File: config.mk
export PLATFORM = sky130hd
export DESIGN_NAME = mcp_lane
export DESIGN_NICKNAME = d
export VERILOG_FILES = /design/src/hdl/mcp_pkg.sv /design/src/hdl/mcp_lane.sv
export SDC_FILE = /design/constraint.sdc
export NUM_CORES = 2
export LEC_CHECK = 0
export BUFFER_PORTS_ARGS = -buffer_cell sky130_fd_sc_hd__buf_2
export CAP_MARGIN = 20
export CORE_MARGIN = 2
export CORE_UTILIZATION = 55
export DETAILED_ROUTE_END_ITERATION = 6
export PLACE_DENSITY = 0.84
export SLEW_MARGIN = 20
export SYNTH_ARGS = -nofsm -noshare
export SYNTH_HDL_FRONTEND = slang
export SYNTH_SLANG_ARGS = --single-unit
File: constraint.sdc
create_clock -name clk -period 13.6 [get_ports clk]
set_input_delay 2.72 -clock clk [delete_from_list [all_inputs] [get_ports clk]]
set_output_delay 2.72 -clock clk [all_outputs]
set_load 0.01 [all_outputs]
File: src/hdl/mcp_pkg.sv
`default_nettype none
package mcp_pkg;

  // Code widths; each may be lowered to its minimum without touching the layout
  localparam int POSITION_CODE_BITS = 16;  // 8 .. 16
  localparam int OTHER_CODE_BITS    = 12;  // 8 .. 12

  // Fixed payload slot widths
  localparam int POS_SLOT_W   = 16;
  localparam int OTHER_SLOT_W = 12;

  localparam int LANE_COUNT = 5;
  localparam int LANE_POS   = 0;
  localparam int LANE_VEL   = 1;
  localparam int LANE_STIFF = 2;
  localparam int LANE_DAMP  = 3;
  localparam int LANE_TRQ   = 4;

  // Datapath widths
  localparam int VALUE_W     = 32;
  localparam int OFFSET_W    = 26;  // largest span is 32768000
  localparam int LEVEL_W     = POS_SLOT_W;
  localparam int PROD_W      = OFFSET_W + LEVEL_W;
  localparam int SHIFT_W     = 5;
  localparam int DIV_W       = 7;   // odd part of a span, at most 125
  localparam int NUM_W       = 24;  // shifted product is at most odd * levels
  localparam int RECIP_SHIFT = 24;
  localparam int RECIP_W     = 22;
  localparam int CODE_W      = POS_SLOT_W;

  localparam logic [LEVEL_W-1:0] POS_LEVELS   = LEVEL_W'((1 << POSITION_CODE_BITS) - 1);
  localparam logic [LEVEL_W-1:0] OTHER_LEVELS = LEVEL_W'((1 << OTHER_CODE_BITS) - 1);

  // Each span is 2^shift * divisor; recip = floor(2^RECIP_SHIFT / divisor)
  typedef struct packed {
    logic signed [VALUE_W-1:0] lo;
    logic signed [VALUE_W-1:0] hi;
    logic [SHIFT_W-1:0]        shift;
    logic [DIV_W-1:0]          divisor;
    logic [RECIP_W-1:0]        recip;
    logic [LEVEL_W-1:0]        levels;
  } lane_const_t;

  localparam lane_const_t LANE_CONST [LANE_COUNT] = '{
    '{lo: -32'sd819200, hi: 32'sd819200, shift: 5'd16, divisor: 7'd25,
      recip: 22'd671088, levels: POS_LEVELS},
    '{lo: -32'sd655360, hi: 32'sd655360, shift: 5'd18, divisor: 7'd5,
      recip: 22'd3355443, levels: OTHER_LEVELS},
    '{lo: 32'sd0, hi: 32'sd32768000, shift: 5'd18, divisor: 7'd125,
      recip: 22'd134217, levels: OTHER_LEVELS},
    '{lo: 32'sd0, hi: 32'sd327680, shift: 5'd16, divisor: 7'd5,
      recip: 22'd3355443, levels: OTHER_LEVELS},
    '{lo: -32'sd458752, hi: 32'sd458752, shift: 5'd17, divisor: 7'd7,
      recip: 22'd2396745, levels: OTHER_LEVELS}
  };

  typedef struct packed {
    logic s1_load;
    logic s2_load;
  } lane_ctrl_t;

endpackage
`default_nettype wire

File: src/hdl/mcp_lane.sv
`default_nettype none
module mcp_lane
  import mcp_pkg::*;
(
  input  wire logic                       clk,
  input  wire lane_const_t                cfg,
  input  wire lane_ctrl_t                 ctrl,
  input  wire logic signed [VALUE_W-1:0]  value,
  output logic [CODE_W-1:0]               code
);

  logic signed [VALUE_W-1:0] clamped;
  logic signed [VALUE_W:0]   offset_full;
  logic [OFFSET_W-1:0]       offset;
  logic [PROD_W-1:0]         product_next;
  logic [PROD_W-1:0]         product;
  logic [PROD_W-1:0]         shifted;
  logic [NUM_W-1:0]          numer_next;
  logic [NUM_W+RECIP_W-1:0]  est_full;
  logic [CODE_W-1:0]         est_next;
  logic [NUM_W-1:0]          numer;
  logic [CODE_W-1:0]         est;
  logic [CODE_W+DIV_W-1:0]   back;
  logic [NUM_W-1:0]          remainder;

  // Stage 1: saturate, offset from the low limit, scale by the level count
  always_comb begin
    if (value < cfg.lo) begin
      clamped = cfg.lo;
    end else if (value > cfg.hi) begin
      clamped = cfg.hi;
    end else begin
      clamped = value;
    end
    offset_full  = {clamped[VALUE_W-1], clamped} - {cfg.lo[VALUE_W-1], cfg.lo};
    offset       = offset_full[OFFSET_W-1:0];
    product_next = PROD_W'(offset) * PROD_W'(cfg.levels);
  end

  // Stage 2: drop the power-of-two part of the span, estimate by reciprocal
  always_comb begin
    shifted    = product >> cfg.shift;
    numer_next = shifted[NUM_W-1:0];
    est_full   = (NUM_W+RECIP_W)'(numer_next) * (NUM_W+RECIP_W)'(cfg.recip);
    est_next   = est_full[RECIP_SHIFT +: CODE_W];
  end

  always_ff @(posedge clk) begin
    if (ctrl.s1_load) begin
      product <= product_next;
    end
    if (ctrl.s2_load) begin
      numer <= numer_next;
      est   <= est_next;
    end
  end

  // Estimate is at most one short of the true quotient
  always_comb begin
    back      = (CODE_W+DIV_W)'(est) * (CODE_W+DIV_W)'(cfg.divisor);
    remainder = numer - NUM_W'(back);
    if (remainder >= NUM_W'(cfg.divisor)) begin
      code = est + CODE_W'(1);
    end else begin
      code = est;
    end
  end

endmodule
`default_nettype wire

# ---- After elaboration in Yosys (flattened, before gate mapping)
# Cells that the tools add are included.
dict set report totals {
  output_inout_bits 16
  regBits 82
}
dict set report classes {
  magnitude_cmp 3
  n_mux 3
  shift 1
  n_mul 3
  addsub 3
}
# cell n
set ops {}
lappend ops {{$mux 26} 2}
lappend ops {{$mul 26x16->42} 1}
lappend ops {{$shr 42x5->24} 1}
lappend ops {{$mul 24x22->40} 1}
lappend ops {{$gt 32x32->1} 1}
lappend ops {{$lt 32x32->1} 1}
lappend ops {{$sub 26x26->26} 1}
lappend ops {{$ge 24x7->1} 1}
lappend ops {{$sub 24x23->24} 1}
lappend ops {{$mul 16x7->23} 1}
lappend ops {{$add 16x1->16 const B} 1}
lappend ops {{$mux 16} 1}

# ---- Logic depth before layout (Yosys ltp)
dict set report logic_depth {
  depth_word 5
  ltp_mapped 49
  ltp_nobuf 47
}

# ---- Worst setup path before layout
# OpenSTA, ideal clock, no wires.
dict set report synth_path {
  kind {input -> register}
  start {in cfg[75] in the netlist's numbering}
  end {reg product[29], data pin}
  path_stages 44
  arrival_ns 13.001
  slack_ns 0.340
  path_cell_list {inv_1 > ha_1 > nand4_1 > nor4_1 > a41oi_1 > and4_1 > nor2_1 > clkbuf_1 > o211ai_1 > o21ai_0 > ha_1 > inv_1 > fa_1 > a21o_1 > a21o_1 > a21oi_1 > o211ai_1 > nand2_1 > [... 8 more ...] > inv_1 > fa_1 > fa_1 > inv_1 > fa_1 > inv_1 > ha_1 > a211o_1 > a21oi_1 > nand3_1 > a211oi_1 > nor2_1 > and4_1 > a2111oi_0 > o21ai_0 > a21o_1 > a21oi_1 > xnor2_1}
}
dict set report synth_via {
  elab_chain_len 5
}
# element line
set synth_rtl {}
lappend synth_rtl {{from (decl)} mcp_lane.sv:6} ;# input wire lane_const_t cfg,
lappend synth_rtl {{$gt 32x32->1} mcp_lane.sv:30} ;# end else if (value > cfg.hi) begin
lappend synth_rtl {{$mux 26 *} mcp_lane.sv:30}
lappend synth_rtl {{$mux 26 *} mcp_lane.sv:28} ;# if (value < cfg.lo) begin
lappend synth_rtl {{$sub 26x26->26 *} mcp_lane.sv:35} ;# offset_full = {clamped[VALUE_W-1], clamped} - {cfg.lo[VALUE_W-1], cfg.lo};
lappend synth_rtl {{$mul 26x16->42 *} mcp_lane.sv:37} ;# product_next = PROD_W'(offset) * PROD_W'(cfg.levels);
lappend synth_rtl {{via product_next[29]} mcp_lane.sv:15} ;# logic [PROD_W-1:0] product_next;
lappend synth_rtl {{to (signal assigned)} mcp_lane.sv:50} ;# product <= product_next;
lappend synth_rtl {{to (decl)} mcp_lane.sv:16} ;# logic [PROD_W-1:0] product;
# The timed path passes the listed nets; every way through them passes the cells marked *.
# A chain may end at the register's enable or synchronous reset.

# ---- Final worst setup path
dict set report layout_path {
  start {in value[1]}
  end {reg product[29], data pin}
}
dict set report layout_via {
  elab_chain_len 5
  word_cells_on_any_way 6
  classes_between {1 x add/sub; 1 x mul; 2 x order compare; 2 x mux}
}
# element line
set layout_rtl {}
lappend layout_rtl {{from (decl)} mcp_lane.sv:8} ;# input wire logic signed [VALUE_W-1:0] value,
lappend layout_rtl {{$gt 32x32->1} mcp_lane.sv:30}
lappend layout_rtl {{$mux 26} mcp_lane.sv:30}
lappend layout_rtl {{$mux 26 *} mcp_lane.sv:28}
lappend layout_rtl {{$sub 26x26->26 *} mcp_lane.sv:35}
lappend layout_rtl {{$mul 26x16->42 *} mcp_lane.sv:37}
lappend layout_rtl {{via product_next[29]} mcp_lane.sv:15}
# Marks and branches as above.

==> flow_metrics.env <==
export IMPL_status="finished with violations"
export IMPL_violations="DRC"
export IMPL_drtAntennaViolNets=0
export IMPL_clk_latency_ps=360
export IMPL_drc=14
export IMPL_routed_wl_mm=103
export IMPL_synthMuxAreaShare=0.0327
export IMPL_cts_buffers=9
export IMPL_synth_compound_area_share=0.0702
export IMPL_end_kind="flop"
export IMPL_grt_overflow_total=0
export IMPL_setup_violations=0
export IMPL_drt_iter0_markers=2415
export IMPL_dieHeight_microns=276
export IMPL_synthCells=4634
export IMPL_syn_avg_cell_area_sq_um=8.79
export IMPL_worstMarginPinSlew_ps=1110
export IMPL_critPathMaxFanout=8
export IMPL_min_period_ps=12930
export IMPL_drt_first_pass_iters=7
export IMPL_ctsHoldBuffers=0
export IMPL_place_hpwl_mm=82.9
export IMPL_cts_sinks=82
export IMPL_start_kind="primary input"
export IMPL_fp_dieW_microns=276
export IMPL_hold_viol_final=0
export IMPL_finalCritPeriodShare=0.951
export IMPL_post_synth_xor_area_fraction=0.0265
export IMPL_cts_tree="done"
export IMPL_vias=32000
export IMPL_synth_area_sq_um=40700
export IMPL_drv_slew=0
export IMPL_synth_edf_count=82
export IMPL_io_buffers=164
export IMPL_met3_length_mm=9.27
export IMPL_core_area_sq_um=73100
export IMPL_num_rows=99
export IMPL_via_per_inst=5.68
export IMPL_synth_top_family_by_area="adder cells"
export IMPL_reg2reg_slack_ps=4520
export IMPL_htree_num_levels=3
export IMPL_yosys_area_share_simple=0.163
export IMPL_syn_num_nets=6009
export IMPL_hold_class="reg2reg"
export IMPL_met1_length_mm=39.0
export IMPL_antenna_found_initial=8
export IMPL_fin_skew_ps=8.64
export IMPL_arrival_ps=13040
export IMPL_cpPeakStageDelay_ps=560
export IMPL_timing_slew_headroom=0.255
export IMPL_io_pin_count=165
export IMPL_clockRootBuffer="clkbuf_16"
export IMPL_max_freq_mhz=77.3
export IMPL_nets=6038
export IMPL_synthArstFlopShare=0
export IMPL_avgRoutedWirePerCell_microns=18.3
export IMPL_yosys_top_cells_area="fa_1 42%, ha_1 12%, inv_1 9.3%"
export IMPL_initial_core_util=0.557
export IMPL_path_class="in2reg"
export IMPL_grt_start_max_net_pins=48
export IMPL_seq_area_frac_synth=0.0605
export IMPL_synth_adder_area_share=0.533
export IMPL_grt_pass1_wl_mm=174
export IMPL_cp_slowest_cell="fa_1"
export IMPL_cp_required_ps=13710
export IMPL_timing_setup_tns_ps=0
export IMPL_yosysTopAreaCell="fa_1"
export IMPL_top_layer_used="met5"
export IMPL_grt_total_usage=0.280
export IMPL_final_layout_size_suffix_gt1_frac=0.0720
export IMPL_place_gp_congestion=0.969
export IMPL_synth_distinct_cells=70
export IMPL_cap_violations=0
export IMPL_placedCellCount=5608
export IMPL_yosys_warnings=0
export IMPL_met2_length_mm=50.5
export IMPL_yosysTopAreaCellShare=0.417
export IMPL_path_common_cell="fa_1"
export IMPL_die_area_sq_um=76200
export IMPL_clk_pin_slew_ps=60
export IMPL_area_delta_synth_final_pct=5.47
export IMPL_yosys_most_used_dff="edfxtp_1"
export IMPL_cts_path_max_buffers=2
export IMPL_instances_no_fill=5631
export IMPL_synth_seq_cells=82
export IMPL_grt_pass1_vias=34900
flip-flops by register name, indices dropped and copies added (netlist names):
| register | count |
|---|---|
| product | 42 |
| est | 16 |
| numer | 24 |
cells by family after synthesis:
logic type | Yosys count
flops | 82
xor+xnor | 123
fa+ha+maj | 1226
buf+inv | 1228
compound gates | 445
mux | 109
simple gates | 1421
Yosys cell counts, types with 15 or more instances:
master and count:
a211oi_1 15, a21o_1 50, a21oi_1 146, and2_1 363, clkbuf_1 194, edfxtp_1 82
fa_1 848, ha_1 378, inv_1 1014, mux2_2 18, mux2i_1 73, mux4_2 17
nand2_1 774, nand2b_1 15, nand3_1 29, nand4_1 17, nor2_1 117, nor2b_1 27
nor3_1 24, o211ai_1 15, o21a_1 22, o21ai_0 87, xnor2_1 82, xor2_1 41
final timing paths:
path	start	depth (start not counted)	to
max	value[1]	42	product[29]$_DFFE_PP_
min	product[30]$_DFFE_PP_	4	numer[0]$_DFFE_PP_
max reg2reg	product[27]$_DFFE_PP_	35	est[15]$_DFFE_PP_
min reg2reg	product[30]$_DFFE_PP_	4	numer[0]$_DFFE_PP_
critical path: cells and delay by family:
kind / cells / cell delay [ps]
and+or+nand+nor: 10 / 1920
adders and majority gates: 9 / 4090
AOI/OAI and AO/OA: 15 / 3320
xor gates and xnor gates: 2 / 350
muxes: 1 / 150
buffers and inverters: 5 / 480
cell usage in the layout, fill, tap and decap left out, types with 68 or more instances in the layout:
cell      instances
edfxtp_1         82
fa_1            848
mux2i_1          68
a21oi_1         140
and2_1          363
xnor2_1          77
ha_1            378
inv_1          1014
nor2_1          116
buf_2           164
o21ai_0          80
nand2_1         774
timing repair:
| item | CTS | global route |
|---|---|---|
| gates resized for setup | 0 | 23 |
| setup endpoints to repair | 0 | 16 |
| setup buffers | 0 | 3 |
layer usage:
| metal | up-vias | track usage |
|---|---|---|
| met5 | - | 0 |
| met4 | 4 | 0.110 |
| met3 | 344 | 0.0489 |
| met2 | 1504 | 0.480 |
| met1 | 16000 | 0.354 |
| li1 | 14200 | - |
final cells by class:
| cell class | instances | area (sq um) |
|---|---|---|
| diodes | 5 | 12.5 |
| clock inverters | 6 | 90.1 |
| well taps | 959 | 1200 |
| multi-input cells | 3324 | 33800 |
| repair buffers | 231 | 1350 |
| fillers | 6043 | 30100 |
| flip-flops and latches | 82 | 2460 |
| inverters | 1015 | 3810 |
| clock buffers | 9 | 225 |
metrics by stage:
step	setup slack (ps)	util	area [sq um]	hold WS, ps
3_3_place_gp	43.4	0.581	42500	1270
6_report	665	0.588	42900	1290
3_5_place_dp	-161	0.581	42500	1260
2_1_floorplan	340	-	40700	1110
4_1_cts	182	0.586	42800	1270
5_1_grt	-28.5	0.588	42900	1350
Power is left out: the tool's default activity adds up to more than one toggle a clock period on the data nets, which glitch-free logic cannot reach.
