## config.mk

```make
export PLATFORM = sky130hd
export DESIGN_NAME = mcp_merge_flat
export DESIGN_NICKNAME = d
export VERILOG_FILES = /design/src/hdl/mcp_pkg.sv /design/src/hdl/mcp_frame_if.sv /design/src/hdl/mcp_merge.sv /design/src/flat_wrapper.sv
export SDC_FILE = /design/constraint.sdc
export NUM_CORES = 1
export LEC_CHECK = 0
export BUFFER_PORTS_ARGS = -buffer_cell sky130_fd_sc_hd__buf_2
export CORE_MARGIN = 5
export CORE_UTILIZATION = 35
export DETAILED_ROUTE_END_ITERATION = 6
export GPL_TIMING_DRIVEN = 0
export PLACE_DENSITY_LB_ADDON = 0.15
export SLEW_MARGIN = 20
export SYNTH_ARGS = -nofsm -noshare
export SYNTH_HDL_FRONTEND = slang
export SYNTH_SLANG_ARGS = --single-unit
```

## constraint.sdc

```tcl
create_clock -name clk -period 1.25 [get_ports clk]
set_input_delay 0 -clock clk [delete_from_list [all_inputs] [get_ports clk]]
set_output_delay 0 -clock clk [all_outputs]
set_load 0.02 [all_outputs]
```

## src/hdl/mcp_pkg.sv

```systemverilog
`default_nettype none
package mcp_pkg;

  // Code widths; each may be lowered to its minimum without touching the layout
  localparam int POSITION_CODE_BITS = 16;  // 8 .. 16
  localparam int OTHER_CODE_BITS    = 12;  // 8 .. 12

  // Fixed payload slot widths
  localparam int POS_SLOT_W   = 16;
  localparam int OTHER_SLOT_W = 12;

  localparam int LANE_COUNT = 5;
  localparam int LANE_POS   = 0;
  localparam int LANE_VEL   = 1;
  localparam int LANE_STIFF = 2;
  localparam int LANE_DAMP  = 3;
  localparam int LANE_TRQ   = 4;

  // Datapath widths
  localparam int VALUE_W     = 32;
  localparam int OFFSET_W    = 26;  // largest span is 32768000
  localparam int LEVEL_W     = POS_SLOT_W;
  localparam int PROD_W      = OFFSET_W + LEVEL_W;
  localparam int SHIFT_W     = 5;
  localparam int DIV_W       = 7;   // odd part of a span, at most 125
  localparam int NUM_W       = 24;  // shifted product is at most odd * levels
  localparam int RECIP_SHIFT = 24;
  localparam int RECIP_W     = 22;
  localparam int CODE_W      = POS_SLOT_W;

  localparam logic [LEVEL_W-1:0] POS_LEVELS   = LEVEL_W'((1 << POSITION_CODE_BITS) - 1);
  localparam logic [LEVEL_W-1:0] OTHER_LEVELS = LEVEL_W'((1 << OTHER_CODE_BITS) - 1);

  // Each span is 2^shift * divisor; recip = floor(2^RECIP_SHIFT / divisor)
  typedef struct packed {
    logic signed [VALUE_W-1:0] lo;
    logic signed [VALUE_W-1:0] hi;
    logic [SHIFT_W-1:0]        shift;
    logic [DIV_W-1:0]          divisor;
    logic [RECIP_W-1:0]        recip;
    logic [LEVEL_W-1:0]        levels;
  } lane_const_t;

  localparam lane_const_t LANE_CONST [LANE_COUNT] = '{
    '{lo: -32'sd819200, hi: 32'sd819200, shift: 5'd16, divisor: 7'd25,
      recip: 22'd671088, levels: POS_LEVELS},
    '{lo: -32'sd655360, hi: 32'sd655360, shift: 5'd18, divisor: 7'd5,
      recip: 22'd3355443, levels: OTHER_LEVELS},
    '{lo: 32'sd0, hi: 32'sd32768000, shift: 5'd18, divisor: 7'd125,
      recip: 22'd134217, levels: OTHER_LEVELS},
    '{lo: 32'sd0, hi: 32'sd327680, shift: 5'd16, divisor: 7'd5,
      recip: 22'd3355443, levels: OTHER_LEVELS},
    '{lo: -32'sd458752, hi: 32'sd458752, shift: 5'd17, divisor: 7'd7,
      recip: 22'd2396745, levels: OTHER_LEVELS}
  };

  typedef struct packed {
    logic s1_load;
    logic s2_load;
  } lane_ctrl_t;

endpackage
`default_nettype wire

```

## src/hdl/mcp_frame_if.sv

```systemverilog
`default_nettype none
interface mcp_frame_if;
  logic        valid;
  logic        ready;
  logic [7:0]  frame_address;
  logic        frame_bus;
  logic [31:0] payload_upper;
  logic [31:0] payload_lower;

  modport source (
    output valid, frame_address, frame_bus, payload_upper, payload_lower,
    input  ready
  );
  modport sink (
    input  valid, frame_address, frame_bus, payload_upper, payload_lower,
    output ready
  );
endinterface
`default_nettype wire

```

## src/hdl/mcp_merge.sv

```systemverilog
`default_nettype none
module mcp_merge
  import mcp_pkg::*;
(
  input  wire logic              clk,
  input  wire logic              rst,
  input  wire logic              load_valid,
  input  wire logic [CODE_W-1:0] codes [LANE_COUNT],
  input  wire logic [7:0]        address,
  input  wire logic              bus,
  output logic                   ready,
  mcp_frame_if.source            frame
);

  logic [63:0] word;

  always_comb begin
    word = {codes[LANE_POS][POS_SLOT_W-1:0],
            codes[LANE_VEL][OTHER_SLOT_W-1:0],
            codes[LANE_STIFF][OTHER_SLOT_W-1:0],
            codes[LANE_DAMP][OTHER_SLOT_W-1:0],
            codes[LANE_TRQ][OTHER_SLOT_W-1:0]};
    ready = !frame.valid || frame.ready;
  end

  always_ff @(posedge clk) begin
    if (rst) begin
      frame.valid <= 1'b0;
    end else if (ready) begin
      frame.valid <= load_valid;
    end
    if (ready && load_valid) begin
      frame.frame_address <= address;
      frame.frame_bus     <= bus;
      frame.payload_upper <= word[63:32];
      frame.payload_lower <= word[31:0];
    end
  end

endmodule
`default_nettype wire

```

## src/flat_wrapper.sv

```systemverilog
// flat-port wrapper written by rule: the top's interface ports become plain ports
module mcp_merge_flat import mcp_pkg::*;
  (clk, rst, load_valid, codes, address, bus, ready, frame_valid, frame_frame_address, frame_frame_bus, frame_payload_upper, frame_payload_lower, frame_ready);
  mcp_frame_if frame_i ();
  input  wire logic clk;
  input  wire logic rst;
  input  wire logic load_valid;
  input  wire logic [CODE_W-1:0] codes[LANE_COUNT];
  input  wire logic [7:0] address;
  input  wire logic bus;
  output logic ready;
  output wire logic [$bits(frame_i.valid)-1:0] frame_valid;
  output wire logic [$bits(frame_i.frame_address)-1:0] frame_frame_address;
  output wire logic [$bits(frame_i.frame_bus)-1:0] frame_frame_bus;
  output wire logic [$bits(frame_i.payload_upper)-1:0] frame_payload_upper;
  output wire logic [$bits(frame_i.payload_lower)-1:0] frame_payload_lower;
  input wire logic [$bits(frame_i.ready)-1:0] frame_ready;
  assign frame_valid = frame_i.valid;
  assign frame_frame_address = frame_i.frame_address;
  assign frame_frame_bus = frame_i.frame_bus;
  assign frame_payload_upper = frame_i.payload_upper;
  assign frame_payload_lower = frame_i.payload_lower;
  assign frame_i.ready = frame_ready;
  mcp_merge u_core (.clk(clk), .rst(rst), .load_valid(load_valid), .codes(codes), .address(address), .bus(bus), .ready(ready), .frame(frame_i));
endmodule
```

-- Yosys cells after proc, flatten, opt, wreduce, memory -nomap -nowiden
Index checks and enable logic that the tools add are counted.
- word-level logic and storage cells: 8
- bits of input ports: 93
- output and inout bits: 75
- flip-flop bits (word level): 74
- reductions and logical operators: 3
- operator list (kind ; count):
    logical AND 1 bit ; 1
    zero test 1 bit ; 1
    logical OR 1 bit ; 1

-- Longest topological paths before layout
Gate-level depths: netlist of run 1.
- depth in word-level cells: 3
- mapped depth: 2
- gate-level depth less buffers: 2

-- Least setup slack after synthesis of run 1
OpenSTA, ideal clock, no wires.
- path type: reg-to-reg
- start: reg u_core.frame.valid
- end: reg u_core.frame.frame_address[0] (enable)
- period minus slack after synthesis: 1.525 ns
- path slack: -0.275 ns
- stages on the path, launching flop included: 3
- data arrival time: 1.145 ns
- data required time: 0.870 ns
- library setup time: 0.380 ns
- path buffers: 0
- path through: dfxtp_1 -> nand2b_4 -> and2_4
- longest elaborated chain between the ends: 3
- RTL lines (element ; RTL line ; RTL):
    start: declaration ; mcp_frame_if.sv:11 ; output valid, frame_address, frame_bus, payload_upper, payload_lower,
    start signal: assignment ; mcp_merge.sv:30 ; frame.valid <= load_valid;
    zero test 1 bit ; mcp_merge.sv:23 ; ready = !frame.valid || frame.ready;
    logical OR 1 bit ; mcp_merge.sv:23 ;
    via ready ; flat_wrapper.sv:11 ; output logic ready;
    logical AND 1 bit ; mcp_merge.sv:32 ; if (ready && load_valid) begin
    end signal: assignment ; mcp_merge.sv:33 ; frame.frame_address <= address;
    end: declaration ; mcp_frame_if.sv:11 ;
The timed path passes the listed nets, and every way through them passes these cells.
A chain may end at the register's enable or synchronous reset.

-- Worst setup path in the final report of run 1
- start: reg u_core.frame.valid
- end: reg u_core.frame.payload_upper[11] (enable)
- longest elaborated chain between the ends: 3
- RTL lines (element ; RTL line ; RTL):
    zero test 1 bit ; mcp_merge.sv:23 ;
    logical OR 1 bit ; mcp_merge.sv:23 ;
    logical AND 1 bit ; mcp_merge.sv:32 ;
    end signal: assignment ; mcp_merge.sv:35 ; frame.payload_upper <= word[63:32];
    end: declaration ; mcp_frame_if.sv:11 ;
Every way passes these cells.

==> results.cfg, run 1 <==
[cells_and_area]
final_nets = 409
antenna-diode-count = 0
multiInputGateArea_sq_um = 40.0
nFillCells = 503
finalNonFillerCells = 398
stdcell_area_sq_mm = 0.00409
drive_gt1_frac = 0.530
syn_to_final_growth_pct = 82.2
final-seq-area_sq_mm = 0.00222
fin_util = 0.648

[timing]
grt_setup_unrepaired = yes
layout_setup_ws_ns = -0.0300
timing.fmax_mhz = 781
fin_crit_ns = 1.28
slew_violations = 0
hold_violations = 0
finalSetupViolations = 73
tightest_slew_ns = 0.494
clock_skew_ns = 0.00769
finalCritPeriodShare = 1.02
max-slew-margin-rel = 0.671
hold_ws_ns = 0.307

[floorplan]
rows = 29
initial_core_util = 0.356
ios = 168
core_area_sq_mm = 0.00631
die_w_um = 90.1
die-area_sq_mm = 0.00812
fp.dieH_um = 90.1

[power_and_ir_drop]
switchingPower_mw = 1.22
seqPwrFrac = 0.509
p_int_mw = 4.54
power_frac_comb = 0.121
power_leakage_nw = 1.76
p_clk_frac = 0.370
vdd_drop_max_uv = 918
p_sw_frac = 0.211
power.density_mw_per_mm2 = 1410

[drt]
ant_nets = 0
vias_per_cell = 4.04
routed_wl_mm = 5.83
num_vias = 1606
wl_per_cell_um = 14.7
first_iter_violations = 82
drc = 0
firstDrtPassIters = 2

[outcome]
violations = setup timing
status = complete, but fails checks

[clock_tree]
clk_pin_slew_ns = 0.08
cts_inserted_buffers = 9
cts_tree = done
htree_levels = 3
clk-insertion-delay-late_ns = 0.33
cts_buffer_depth = 2
clock-sinks = 74
post-cts-setup-buffer-count = 0
ctsRootBufferMaster = clkbuf_8

[synth]
yosys.cell_types.count = 6
mappedNetlistNets = 171
yosysWarnings = 0
ys_seq_area_frac = 0.984
syn-mean-instance-area_sq_um = 28.8
ys_ff_latch = 74
syn-instance-count = 78
syn_area_sq_mm = 0.00225

[setup_path]
rr_worst_depth = 2
max_stage_delay_ns = 0.46
path_max_fanout = 37
cp-startpoint = u_core.frame.valid
cp_top_family = simple AND/OR/NAND/NOR gates
crit_buf_inv = 0
crit_end = u_core.frame.payload_upper[11]
end_kind = flip-flop
path_cells = nand2b_4 > and2_4
rrSetupSlack_ns = -0.03
cp.depth = 2
start_kind = flip-flop
crit_slowest_cell = and2_4
r2r_end = u_core.frame.payload_upper[11]
critPathKind = reg -> reg
critPathRequiredTime_ns = 1.21
worstReg2RegStart = u_core.frame.valid
worst_ep_arrival_time_ns = 1.24

[global_route]
antenna_found_initial = 0
grt_max_degree = 38
grt_first_pass_wirelength_mm = 9.13
grt_pass1_vias = 1811
grt_overflow = 0
grtUsageTotal = 0.144

[placed_design]
gp_congestion = 0.693
io_buffers = 151
place_area_sq_mm = 0.00310
placed_cells = 306

[run]
drv_cap = 0

[min_path]
hold_path.class = in -> reg
## power groups by stage
| stage | logic (mW) | registers, mW | clock network, mW |
|---|---|---|---|
| after floorplan | 0.0531 | 3.18 | 0 |
| after global placement | 0.505 | 2.98 | 0 |
| after detailed placement | 0.509 | 2.99 | 0 |
| after CTS | 0.701 | 2.93 | 2.18 |
| after global routing | 0.746 | 2.94 | 2.31 |
| final | 0.694 | 2.93 | 2.13 |
## registers in the layout, indices dropped and copies added (netlist names)
signal                      cells
u_core.frame.frame_bus          1
u_core.frame.payload_upper     32
u_core.frame.payload_lower     32
u_core.frame.valid              1
u_core.frame.frame_address      8
## logic make-up after synthesis
group           count (synthesis)  share of synthesized area
compound gates                  1                    0.00390
buf+inv                         1                    0.00167
flops                          74                      0.984
simple gates                    2                     0.0100
## metal layers
metal / up-vias / track usage / routed length (um)
met5: - / 0 / 0
met4: 0 / 0.0682 / 125
met3: 13 / 0.0643 / 638
met2: 94 / 0.230 / 2930
met1: 708 / 0.166 / 2140
li1: 791 / - / -
## cells in the mapped netlist
library cell   n  area [sq um]
a21oi_2        1          8.76
and2_4         1          8.76
dfxtp_1        1          20.0
edfxtp_1      73          2190
inv_1          1          3.75
nand2b_4       1          13.8
## metrics by stage
step | power (mW) | setup slack (ns) | TNS [ns]
2_1_floorplan | 3.23 | -0.220 | -16.07
3_3_place_gp | 3.49 | -0.331 | -23.80
5_1_grt | 5.99 | -0.0866 | -5.42
3_5_place_dp | 3.49 | -0.351 | -25.29
6_report | 5.75 | -0.0300 | -1.16
4_1_cts | 5.81 | -0.0538 | -3.20
## what timing repair did
item	4_1_cts	5_1_grt
endpoints found under the setup margin	73	73
pin swaps	2	0
hold endpoints to repair	74	0
hold buffers	75	0
cloned	1	0
gates resized for setup	1	0
## final cells by class
type,count,share of cell area
clock buffers,9,0.0303
clock inverters,7,0.0263
inverters,1,0.000917
multi-input cells,4,0.00978
flip-flops and latches,74,0.541
well taps,77,0.0235
repair buffers,226,0.368
## cells in the final DEF, fill, tap and decap left out
master	Yosys	final
nand2b_4	1	1
clkinv_1	0	2
edfxtp_1	73	73
clkbuf_8	0	9
bufinv_16	0	3
and2_4	1	2
dfxtp_4	0	1
a21oi_2	1	1
buf_2	0	151
dlygate4sd3_1	0	75
inv_1	1	1
clkinv_2	0	2
## how the worst min path moves through the flow
stage                     from                        endpoint  slack [ns]  cells after the start
global route        load_valid  u_core.frame.payload_lower[18]        0.32                      2
finish              load_valid  u_core.frame.payload_lower[18]        0.31                      2
CTS                 load_valid  u_core.frame.payload_upper[20]        0.31                      2
global placement           rst              u_core.frame.valid        0.15                      2
detailed placement         rst              u_core.frame.valid        0.15                      2
floorplan                  rst              u_core.frame.valid        0.05                      1
(Power assumes the default switching activity.)
==> run 2, diff against run 1 <==
==> constraint.sdc (replaced) <==
create_clock -name clk -period 1.25 [get_ports clk]
set_input_delay 0.25 -clock clk [delete_from_list [all_inputs] [get_ports clk]]
set_output_delay 0.25 -clock clk [all_outputs]
set_load 0.02 [all_outputs]
==> run 2 against run 1 <==
The run still ends with setup timing left. Non-clock buffer count shrank 75. Combinational power shrank 27%. Clock power about the same. Clock skew decreased by 0.0022 ns. Register-to-register slack about the same. Critical path depth is the same. Final cell count down 19%. Maximum frequency up 0.11%. Design area shrank 18%. Hold slack worse by 0.24 ns.
==> results.cfg, run 2 (synthesized netlist as in run 1, its figures left out) <==
[drt]
drc = 0
first_iter_violations = 78
ant_nets = 0
routed_wl_mm = 4.96
num_vias = 1313
vias_per_cell = 4.07
wl_per_cell_um = 15.4
firstDrtPassIters = 4

[placed_design]
gp_congestion = 0.693
place_area_sq_mm = 0.00310
placed_cells = 306
io_buffers = 151

[setup_path]
crit_buf_inv = 0
path_cells = nand2b_4 > and2_4
path_max_fanout = 37
cp_top_family = simple AND/OR/NAND/NOR gates
end_kind = flip-flop
max_stage_delay_ns = 0.46
r2r_end = u_core.frame.payload_upper[11]
worst_ep_arrival_time_ns = 1.24
rrSetupSlack_ns = -0.03
cp-startpoint = u_core.frame.valid
critPathKind = reg -> reg
critPathRequiredTime_ns = 1.21
rr_worst_depth = 2
crit_slowest_cell = and2_4
cp.depth = 2
start_kind = flip-flop
crit_end = u_core.frame.payload_upper[11]
worstReg2RegStart = u_core.frame.valid

[cells_and_area]
fin_util = 0.530
final_cell_mix = buf_2 (151), edfxtp_1 (73), clkbuf_8 (9)
finalNonFillerCells = 323
nFillCells = 569
stdcell_area_sq_mm = 0.00334
drive_gt1_frac = 0.691
final-seq-area_sq_mm = 0.00222
final_common_cell = buf_2
reg_top3 = u_core.frame.payload_lower: 32 flops, u_core.frame.payload_upper: 32 flops, u_core.frame.frame_address: 8 flops
final_nets = 334
antenna-diode-count = 0
syn_to_final_growth_pct = 48.8
multiInputGateArea_sq_um = 40.0

[clock_tree]
cts_tree = done
cts_inserted_buffers = 9
holdBufCountCts = 0
clock-sinks = 74
clk_pin_slew_ns = 0.07
htree_levels = 3
cts_buffer_depth = 2
clk-insertion-delay-late_ns = 0.33
ctsRootBufferMaster = clkbuf_8
post-cts-setup-buffer-count = 0

[timing]
tightest_slew_ns = 0.491
grt_setup_unrepaired = yes
fin_crit_ns = 1.28
max-slew-margin-rel = 0.673
slew_violations = 0
fin_setup_tns_ns = -1.15
finalSetupViolations = 73
clock_skew_ns = 0.00545
finalCritPeriodShare = 1.02
hold_violations = 0
layout_setup_ws_ns = -0.0286
timing.fmax_mhz = 782

[global_route]
grt_overflow = 0
antenna_found_initial = 0
grt_pass1_vias = 1459
grtUsageTotal = 0.120
grt_first_pass_wirelength_mm = 7.45
grt_max_degree = 38

[power_and_ir_drop]
vdd_drop_max_uv = 886
p_sw_frac = 0.211
seqPwrFrac = 0.527
p_clk_frac = 0.382
p_int_mw = 4.38
power_frac_comb = 0.091
power.density_mw_per_mm2 = 1660
switchingPower_mw = 1.17
power_leakage_nw = 1.45

[floorplan]
core_area_sq_mm = 0.00631
die-area_sq_mm = 0.00812
ios = 168
rows = 29
fp.dieH_um = 90.1
initial_core_util = 0.356
die_w_um = 90.1

[run]
drv_cap = 0

[outcome]
violations = setup timing
status = complete, but fails checks

[min_path]
hold_path.class = in -> reg
[run 2: power groups by stage]
stage / registers [mW] / logic [mW] / clock network (mW)
6_report: 2.93 / 0.505 / 2.12
5_1_grt: 2.94 / 0.543 / 2.31
4_1_cts: 2.93 / 0.518 / 2.18
3_5_place_dp: 2.99 / 0.509 / 0
3_3_place_gp: 2.98 / 0.505 / 0
2_1_floorplan: 3.18 / 0.0531 / 0
[run 2: final cells by class]
cell class,instances,share of cell area
tap,77,0.0288
sequential,74,0.663
clock inverter,7,0.0322
inverter,1,0.00112
timing repair buffer,151,0.226
clock buffer,9,0.0371
multi-input combinational,4,0.0120
[run 2: worst min-delay path by stage]
| stage | startpoint | end | cells after the start | slack (ns) |
|---|---|---|---|---|
| after floorplan | rst | u_core.frame.valid | 1 | 0.30 |
| after detailed placement | rst | u_core.frame.valid | 2 | 0.40 |
| final | rst | u_core.frame.valid | 2 | 0.07 |
| after global placement | rst | u_core.frame.valid | 2 | 0.40 |
| after global routing | rst | u_core.frame.valid | 2 | 0.06 |
| after CTS | rst | u_core.frame.valid | 2 | 0.05 |
[run 2: per-stage QoR]
stage / worst slack [ns] / power (mW) / hold slack [ns]
floorplan: -0.220 / 3.23 / 0.303
global placement: -0.375 / 3.49 / 0.403
detailed placement: -0.394 / 3.49 / 0.405
CTS: -0.0538 / 5.63 / 0.0461
global route: -0.0803 / 5.79 / 0.0598
finish: -0.0286 / 5.56 / 0.0666
[run 2: what timing repair did]
action / in CTS / in global routing
resized for setup: 1 / 0
cloned: 1 / 0
setup endpoints to repair: 73 / 73
pin swaps: 2 / 0
[run 2: routing by layer]
metal  share of wire  track usage
met3            0.14       0.0684
met4           0.016       0.0596
met5               0            0
met1            0.37        0.133
met2            0.48        0.184
